<file path="src/rtl/tgadec_pkg.sv">
// Shared types and constants for the TGA run-length image decoder.
// Used by tgadec_core and tga_rle_image_decoder; no other dependencies.
package tgadec_pkg;

  // Result kind codes, carried on the result tuser
  typedef enum logic [1:0] {
    KIND_HEADER = 2'd0,
    KIND_SPAN   = 2'd1,
    KIND_ERROR  = 2'd2
  } kind_e;

  localparam int unsigned DataW  = 104;  // packed result tdata width
  localparam logic [7:0]  Alpha24 = 8'd255;

  // One decoded result from the core, valid in the cycle the byte is stepped
  typedef struct packed {
    logic        valid;
    kind_e       kind;
    logic [31:0] span_start;
    logic [7:0]  span_length;
    logic [7:0]  blue;
    logic [7:0]  green;
    logic [7:0]  red;
    logic [7:0]  alpha;
    logic [15:0] width;
    logic [15:0] height;
    logic        image_end;
  } result_t;

endpackage

</file>
<file path="src/rtl/tgadec_core.sv">
// Byte-wise TGA parser state and packet/pixel decode for one file stream.
// Depends on tgadec_pkg for the result struct and kind codes.
module tgadec_core (
  input  logic                clk_i,
  input  logic                rst_ni,
  input  logic                step_i,       // consume one byte this cycle
  input  logic [7:0]          byte_i,
  input  logic                start_i,      // byte is header byte 0 of a new file
  output tgadec_pkg::result_t result_o
);

  typedef enum logic [2:0] {
    PH_HEADER,
    PH_HEADER_BAD,
    PH_SKIP_ID,
    PH_PACKET,
    PH_PIXEL,
    PH_IDLE
  } phase_e;

  // Header byte positions that matter
  localparam logic [4:0] HdrIdLen   = 5'd0;
  localparam logic [4:0] HdrCmap    = 5'd1;
  localparam logic [4:0] HdrType    = 5'd2;
  localparam logic [4:0] HdrWidthLo = 5'd12;
  localparam logic [4:0] HdrWidthHi = 5'd13;
  localparam logic [4:0] HdrHeightLo = 5'd14;
  localparam logic [4:0] HdrHeightHi = 5'd15;
  localparam logic [4:0] HdrDepth   = 5'd16;
  localparam logic [4:0] HdrLast    = 5'd17;

  localparam logic [7:0] TypeRaw = 8'd2;
  localparam logic [7:0] TypeRle = 8'd10;
  localparam logic [7:0] Bpp24   = 8'd24;
  localparam logic [7:0] Bpp32   = 8'd32;

  phase_e      phase_q, phase_c, phase_d;
  logic [4:0]  hpos_q, hpos_c, hpos_d;
  logic [7:0]  id_left_q, id_left_c, id_left_d;
  logic [15:0] width_q, width_c, width_d;
  logic [15:0] height_q, height_c, height_d;
  logic        run_coded_q, run_coded_c, run_coded_d;
  logic        four_q, four_c, four_d;
  logic        cmap_q, cmap_c, cmap_d;
  logic [7:0]  pkt_left_q, pkt_left_c, pkt_left_d;
  logic        pkt_run_q, pkt_run_c, pkt_run_d;
  logic [1:0]  bip_q, bip_c, bip_d;
  logic [23:0] colour_q, colour_c, colour_d;
  logic [31:0] done_q, done_c, done_d;
  logic [31:0] remain_q, remain_c, remain_d;
  logic [31:0] total_q, total_d;

  logic [7:0]  len_raw, len;
  logic        last_byte, img_end;
  tgadec_pkg::result_t res;

  // Apply the restart before the byte is processed
  always_comb begin
    if (start_i) begin
      phase_c = PH_HEADER;   hpos_c = '0;      id_left_c = '0;
      width_c = '0;          height_c = '0;    run_coded_c = 1'b0;
      four_c = 1'b0;         cmap_c = 1'b0;    pkt_left_c = '0;
      pkt_run_c = 1'b0;      bip_c = '0;       colour_c = '0;
      done_c = '0;           remain_c = '0;
    end else begin
      phase_c = phase_q;     hpos_c = hpos_q;  id_left_c = id_left_q;
      width_c = width_q;     height_c = height_q; run_coded_c = run_coded_q;
      four_c = four_q;       cmap_c = cmap_q;  pkt_left_c = pkt_left_q;
      pkt_run_c = pkt_run_q; bip_c = bip_q;    colour_c = colour_q;
      done_c = done_q;       remain_c = remain_q;
    end
  end

  // Decode one byte
  always_comb begin
    phase_d = phase_c;     hpos_d = hpos_c;    id_left_d = id_left_c;
    width_d = width_c;     height_d = height_c; run_coded_d = run_coded_c;
    four_d = four_c;       cmap_d = cmap_c;    pkt_left_d = pkt_left_c;
    pkt_run_d = pkt_run_c; bip_d = bip_c;      colour_d = colour_c;
    done_d = done_c;       remain_d = remain_c;
    total_d = total_q;
    len_raw = 8'd1;
    len = 8'd1;
    last_byte = 1'b0;
    img_end = 1'b0;
    res = '0;
    res.kind = tgadec_pkg::KIND_HEADER;

    case (phase_c)
      PH_HEADER, PH_HEADER_BAD: begin
        hpos_d = hpos_c + 5'd1;
        case (hpos_c)
          HdrIdLen: id_left_d = byte_i;
          HdrCmap:  cmap_d = (byte_i != 8'd0);
          HdrType: begin
            run_coded_d = (byte_i == TypeRle);
            if (byte_i != TypeRaw && byte_i != TypeRle) phase_d = PH_HEADER_BAD;
          end
          HdrWidthLo:  width_d[7:0]   = byte_i;
          HdrWidthHi:  width_d[15:8]  = byte_i;
          HdrHeightLo: height_d[7:0]  = byte_i;
          HdrHeightHi: height_d[15:8] = byte_i;
          HdrDepth: begin
            four_d = (byte_i == Bpp32);
            if (byte_i != Bpp24 && byte_i != Bpp32) phase_d = PH_HEADER_BAD;
            // size is final here; register the pixel count for the last byte
            total_d = 32'(width_c) * 32'(height_c);
          end
          HdrLast: begin
            res.valid = 1'b1;
            if (phase_c == PH_HEADER_BAD || cmap_c) begin
              phase_d = PH_IDLE;
              res.kind = tgadec_pkg::KIND_ERROR;
            end else begin
              remain_d = total_q;
              done_d = '0;
              bip_d = '0;
              pkt_run_d = 1'b0;
              pkt_left_d = '0;
              img_end = (total_q == 32'd0);
              if (img_end)                phase_d = PH_IDLE;
              else if (id_left_c != 8'd0) phase_d = PH_SKIP_ID;
              else if (run_coded_c)       phase_d = PH_PACKET;
              else                        phase_d = PH_PIXEL;
              res.kind = tgadec_pkg::KIND_HEADER;
              res.image_end = img_end;
            end
          end
          default: ;
        endcase
      end

      PH_SKIP_ID: begin
        id_left_d = id_left_c - 8'd1;
        if (id_left_d == 8'd0) phase_d = run_coded_c ? PH_PACKET : PH_PIXEL;
      end

      PH_PACKET: begin
        pkt_run_d = byte_i[7];
        pkt_left_d = {1'b0, byte_i[6:0]} + 8'd1;
        bip_d = '0;
        phase_d = PH_PIXEL;
      end

      PH_PIXEL: begin
        // gather B, G, R; the fourth byte is alpha
        case (bip_c)
          2'd0: colour_d[7:0]   = byte_i;
          2'd1: colour_d[15:8]  = byte_i;
          2'd2: colour_d[23:16] = byte_i;
          default: ;
        endcase
        last_byte = four_c ? (bip_c == 2'd3) : (bip_c == 2'd2);
        if (!last_byte) begin
          bip_d = bip_c + 2'd1;
        end else begin
          bip_d = '0;
          len_raw = (run_coded_c && pkt_run_c) ? pkt_left_c : 8'd1;
          // clip the span at the image end
          img_end = ({24'd0, len_raw} >= remain_c);
          len = img_end ? remain_c[7:0] : len_raw;
          done_d = done_c + {24'd0, len};
          remain_d = remain_c - {24'd0, len};
          res.valid = 1'b1;
          res.kind = tgadec_pkg::KIND_SPAN;
          res.span_start = done_c;
          res.span_length = len;
          res.blue = colour_d[7:0];
          res.green = colour_d[15:8];
          res.red = colour_d[23:16];
          res.alpha = four_c ? byte_i : tgadec_pkg::Alpha24;
          res.image_end = img_end;
          if (img_end) begin
            phase_d = PH_IDLE;
          end else if (run_coded_c) begin
            if (pkt_run_c) begin
              phase_d = PH_PACKET;
            end else begin
              pkt_left_d = pkt_left_c - 8'd1;
              if (pkt_left_d == 8'd0) phase_d = PH_PACKET;
            end
          end
        end
      end

      default: ;  // idle: drop bytes until the next file start
    endcase

    res.width = width_c;
    res.height = height_c;
  end

  assign result_o = res;

  // Hold state; advance only on a stepped byte
  always_ff @(posedge clk_i or negedge rst_ni) begin
    if (!rst_ni) begin
      phase_q <= PH_HEADER;
      hpos_q <= '0;
      id_left_q <= '0;
      width_q <= '0;
      height_q <= '0;
      run_coded_q <= 1'b0;
      four_q <= 1'b0;
      cmap_q <= 1'b0;
      pkt_left_q <= '0;
      pkt_run_q <= 1'b0;
      bip_q <= '0;
      colour_q <= '0;
      done_q <= '0;
      remain_q <= '0;
      total_q <= '0;
    end else if (step_i) begin
      phase_q <= phase_d;
      hpos_q <= hpos_d;
      id_left_q <= id_left_d;
      width_q <= width_d;
      height_q <= height_d;
      run_coded_q <= run_coded_d;
      four_q <= four_d;
      cmap_q <= cmap_d;
      pkt_left_q <= pkt_left_d;
      pkt_run_q <= pkt_run_d;
      bip_q <= bip_d;
      colour_q <= colour_d;
      done_q <= done_d;
      remain_q <= remain_d;
      total_q <= total_d;
    end
  end

endmodule

</file>
<file path="src/rtl/tga_rle_image_decoder.sv">
// TGA (type 2 / type 10) stream decoder: input byte register, tgadec_core, result register.
// A result beat is registered, and shown on the master side, once its last byte is stepped.
// Throughput: one byte per cycle, set by the single decode step per byte; a byte that would
// produce a result waits in the input register while the result register is held, and the
// input stalls until the receiver takes the held beat.
// Reset: asynchronous active low; parser returns to header byte 0, both stages empty.
// Depends on tgadec_pkg and tgadec_core.
module tga_rle_image_decoder (
  input  logic                         clk_i,
  input  logic                         rst_ni,
  input  logic                         s_axis_tvalid,
  output logic                         s_axis_tready,
  input  logic [7:0]                   s_axis_tdata,  // [7:0] data_byte
  input  logic                         s_axis_tuser,  // [0] file_start
  output logic                         m_axis_tvalid,
  input  logic                         m_axis_tready,
  // [31:0] span_start, [39:32] span_length, [47:40] blue, [55:48] green,
  // [63:56] red, [71:64] alpha, [87:72] width_out, [103:88] height_out
  output logic [tgadec_pkg::DataW-1:0] m_axis_tdata,
  output logic [1:0]                   m_axis_tuser,  // [1:0] kind
  output logic                         m_axis_tlast   // image_end
);

  logic                in_valid_q, in_valid_d;
  logic [7:0]          in_byte_q;
  logic                in_start_q;
  logic                advance;
  logic                out_valid_q, out_valid_d;
  tgadec_pkg::result_t res;
  tgadec_pkg::result_t out_q;

  tgadec_core u_core (
    .clk_i    (clk_i),
    .rst_ni   (rst_ni),
    .step_i   (advance),
    .byte_i   (in_byte_q),
    .start_i  (in_start_q),
    .result_o (res)
  );

  // Step the held byte unless its result has nowhere to go
  assign advance = in_valid_q && (!res.valid || !out_valid_q || m_axis_tready);
  assign s_axis_tready = !in_valid_q || advance;
  assign in_valid_d = (s_axis_tvalid && s_axis_tready) || (in_valid_q && !advance);
  assign out_valid_d = (advance && res.valid) || (out_valid_q && !m_axis_tready);

  // Control state
  always_ff @(posedge clk_i or negedge rst_ni) begin
    if (!rst_ni) begin
      in_valid_q <= 1'b0;
      out_valid_q <= 1'b0;
    end else begin
      in_valid_q <= in_valid_d;
      out_valid_q <= out_valid_d;
    end
  end

  // Capture the input beat
  always_ff @(posedge clk_i) begin
    if (s_axis_tvalid && s_axis_tready) begin
      in_byte_q <= s_axis_tdata;
      in_start_q <= s_axis_tuser;
    end
  end

  // Load the result beat
  always_ff @(posedge clk_i) begin
    if (advance && res.valid) begin
      out_q <= res;
    end
  end

  assign m_axis_tvalid = out_valid_q;
  assign m_axis_tuser = out_q.kind;
  assign m_axis_tlast = out_q.image_end;
  assign m_axis_tdata = {out_q.height, out_q.width, out_q.alpha, out_q.red,
                         out_q.green, out_q.blue, out_q.span_length, out_q.span_start};

endmodule

</file>
<file path="config.mk">
export PLATFORM = sky130hd
export DESIGN_NAME = tga_rle_image_decoder
export DESIGN_NICKNAME = d
export VERILOG_FILES = /design/src/rtl/tgadec_pkg.sv /design/src/rtl/tgadec_core.sv /design/src/rtl/tga_rle_image_decoder.sv
export SDC_FILE = /design/constraint.sdc
export NUM_CORES = 1
export LEC_CHECK = 0
export ABC_AREA = 1
export BUFFER_PORTS_ARGS = -buffer_cell sky130_fd_sc_hd__buf_2
export CAP_MARGIN = 20
export CELL_PAD_IN_SITES_DETAIL_PLACEMENT = 0
export CELL_PAD_IN_SITES_GLOBAL_PLACEMENT = 2
export CORE_MARGIN = 8
export CORE_UTILIZATION = 25
export DETAILED_ROUTE_END_ITERATION = 10
export PLACE_DENSITY = 0.66
export SYNTH_ARGS = -nofsm -noshare
export SYNTH_HDL_FRONTEND = slang
export SYNTH_HIERARCHICAL = 1
export SYNTH_SLANG_ARGS = --single-unit
</file>
<file path="constraint.sdc">
create_clock -name clk_i -period 9.4 [get_ports clk_i]
set_input_delay 2.82 -clock clk_i [delete_from_list [all_inputs] [get_ports clk_i]]
set_output_delay 2.82 -clock clk_i [all_outputs]
set_load 0.005 [all_outputs]
</file>
==> results.cfg <==
[synthesis]
synth_adder_area_share_pct = 22.3
synthesis.nets = 3569
synth_cell_types = 58
synthesis.area_um2 = 25400
synth_top_family_by_area = adder cells
ys_ff_latch = 300
synth_edf_count = 116
synthXorXnorAreaFrac_pct = 1.00
synth_area_per_cell_um2 = 7.89
synth_simple_gate_area_share_pct = 21.1
ys_async_sr_fraction_pct = 61.3
ys_warn_count = 6
synthCells = 3221
ys_seq_area_share_pct = 31.8
muxShareOfSynthArea_pct = 0
synth_compound_area_share_pct = 12.9
synth-main-ff-cell = dfrtp_1

[setup_path]
r2r-end = u_core/total_q[29]
critical_path_arrival_ns = 8.04
crit_path_start = in_start_q
reg2reg_setup_slack_ns = 1.82
path_max_fanout = 34
crit_path_end_kind = flop
crit_top_cell = inv_1
cpMaxStageDelayCell = nor2_1
cp_num_buf_inv = 8
worstRegToRegCells = 28
cpLargestDelayFamily = adder cells
crit_required_ns = 9.86
crit_path_max_incr_delay_ns = 0.87
worst-setup-path-type = reg -> reg
start_kind = flop
rr_startpoint = in_start_q

[clocking]
cts_hold_buf = 0
insertion_delay_ns = 0.59
cts-root-buf = clkbuf_16
clockBufferDepth = 3
cts_buffers = 43
htreeDepth = 2
cts_sinks = 300
postCtsSetupRepairBufs = 0
postCtsResizedCells = 0
cts_tree = built
clk_pin_slew_ns = 0.07

[floorplanning]
chipWidth_um = 335
dieArea_um2 = 112000
die_h_um = 335
start_util_pct = 25.1
ios = 122
rows = 117
core_area_um2 = 101000

[grt]
grt_pass1_vias = 22417
antenna_found_initial = 3
grt_max_degree = 160
grtUsageTotal_pct = 16.7
gr-total-overflow = 0
grt_pass1_wl_mm = 145

[sta]
tns_ns = 0
clock_skew_ns = 0.0277
period_needed_ns = 7.58
rsz0062_at_grt = no
tightest_slew_ns = 1.15
maxSlewHeadroom_pct = 22.7
clock.fmax_ghz = 0.132
period_share_pct = 80.6
maxSlewViolCount = 0
hold_viol = 0
finalSetupViolations = 0

[flow_run]
drv.max_cap_violation_count = 0

[worst_hold_path]
whs_path_depth = 2
hold_end = u_core/hpos_q[4]
hp-start = u_core/hpos_q[4]
hold_class = reg -> reg

[placed_design]
gp_congestion = 0.842
placed_cell_area_um2 = 27500
portBuffers = 121
dp_hpwl_mm = 69.5

[detailed_routing]
routed_wl_mm = 94.1
wl_per_cell_um = 20.0
drt_iter0_markers = 1700
vias = 21969
antenna_left = 0
drt_first_pass_iters = 5
drc = 0
vias_per_cell = 4.67

[cells_and_area]
antenna-diode-count = 0
area_growth_pct = 14.3
design_area_um2 = 29000
fillCellCount = 11164
nNetsFinal = 3646
final_layout_size_suffix_gt1_share_pct = 8.79

[pwr]
p_leak_uw = 0.0133
pwr_density_cell_nw_per_um2 = 166
p_total_uw = 4800
worst_ir_drop_vdd_uv = 104

[run_status]
status = completed
[placed cells by master (no fill, tap or decap), types with 10 or more instances in the layout]
master and instances:
edfxtp_1 116, inv_1 581, a221oi_1 32, fa_1 196, clkbuf_1 12, nor2_1 473, o211ai_1 35, a31oi_1 27
clkbuf_16 45, nand3_1 145, xor2_1 20, or2_2 13, dfrtp_1 184, o21ai_1 16, a22oi_1 22, nand2_2 22
nor2_2 10, nor4_1 14, o21ai_0 151, nand4_1 28, a21oi_1 220, buf_4 27, buf_2 120, clkinv_1 12
nand2_1 498, ha_1 139, nor3_1 52
[final cells by class]
| cell class | instances | area [um^2] | share of cell area (%) |
|---|---|---|---|
| clock buffer | 60 | 1210 | 4.18 |
| clock inverter | 20 | 267 | 0.918 |
| inverter | 600 | 2260 | 7.78 |
| multi-input combinational | 2202 | 14600 | 50.4 |
| sequential | 300 | 8090 | 27.9 |
| tap | 1368 | 1710 | 5.90 |
| timing repair buffer | 151 | 868 | 2.99 |
[registers in the layout (all words and copies together) (netlist names), 16 cells and up]
| signal | flops |
|---|---|
| u_core/height_q | 16 |
| u_core/colour_q | 24 |
| u_core/done_q | 32 |
| u_core/remain_q | 32 |
| m_axis_tdata | 104 |
| u_core/width_q | 16 |
| u_core/total_q | 32 |
[tightest hold or removal path: stages, from the launching register on]
cell,delay [ns]
dfrtp_1,0.35
nand2_1,0.05
o21ai_0,0.06
[synth_stat cells, drive strengths merged, types with 32 or more instances]
cell type | count | area (um^2)
inv | 592 | 2220
nand2 | 522 | 2030
a221oi | 32 | 280
clkbuf | 91 | 342
o211ai | 35 | 263
nor2 | 486 | 1850
o21ai | 169 | 850
nand3 | 154 | 823
a21oi | 222 | 1130
edfxtp | 116 | 3480
fa | 196 | 3920
dfrtp | 184 | 4600
nor3 | 53 | 277
ha | 139 | 1740
[kinds of logic after synthesis]
kind of cell	Yosys count
compound gates	562
xor+xnor	29
simple gates	1276
buf+inv	719
fa+ha+maj	335
flops	300
[where the power goes]
group          total [uW]  switching (uW)  internal (uW)
combinational        1420             972            444
clock                1730             661           1070
sequential           1660             145           1520
[worst max-delay path by stage]
stage                         end  slack [ns]  cells past startpoint
2_1_floorplan  u_core/total_q[29]        2.33                     33
3_3_place_gp   u_core/total_q[29]        1.87                     28
3_5_place_dp   u_core/total_q[29]        1.86                     28
4_1_cts        u_core/total_q[29]        1.82                     28
5_1_grt        u_core/total_q[29]        1.37                     28
6_report       u_core/total_q[29]        1.82                     28
[routing by layer]
layer	up-vias	GRT usage, %	share of wire, %
met5	-	0	0.035
met4	4	3.25	1.8
met3	88	2.50	4.9
met2	493	25.7	44
met1	10837	24.6	50
li1	10547	-	-
[stage by stage]
stage | util [%] | instances | hold slack (ns) | worst slack [ns]
6_report | 28.7 | 4701 | 0.490 | 1.82
5_1_grt | 28.7 | 4701 | 0.507 | 1.37
4_1_cts | 28.6 | 4700 | 0.490 | 1.82
3_5_place_dp | 27.2 | 4620 | 0.473 | 1.86
3_3_place_gp | 27.2 | 4620 | 0.465 | 1.87
2_1_floorplan | - | 3221 | 0.453 | 2.33
Note: power is estimated with default switching activity, not from simulation.
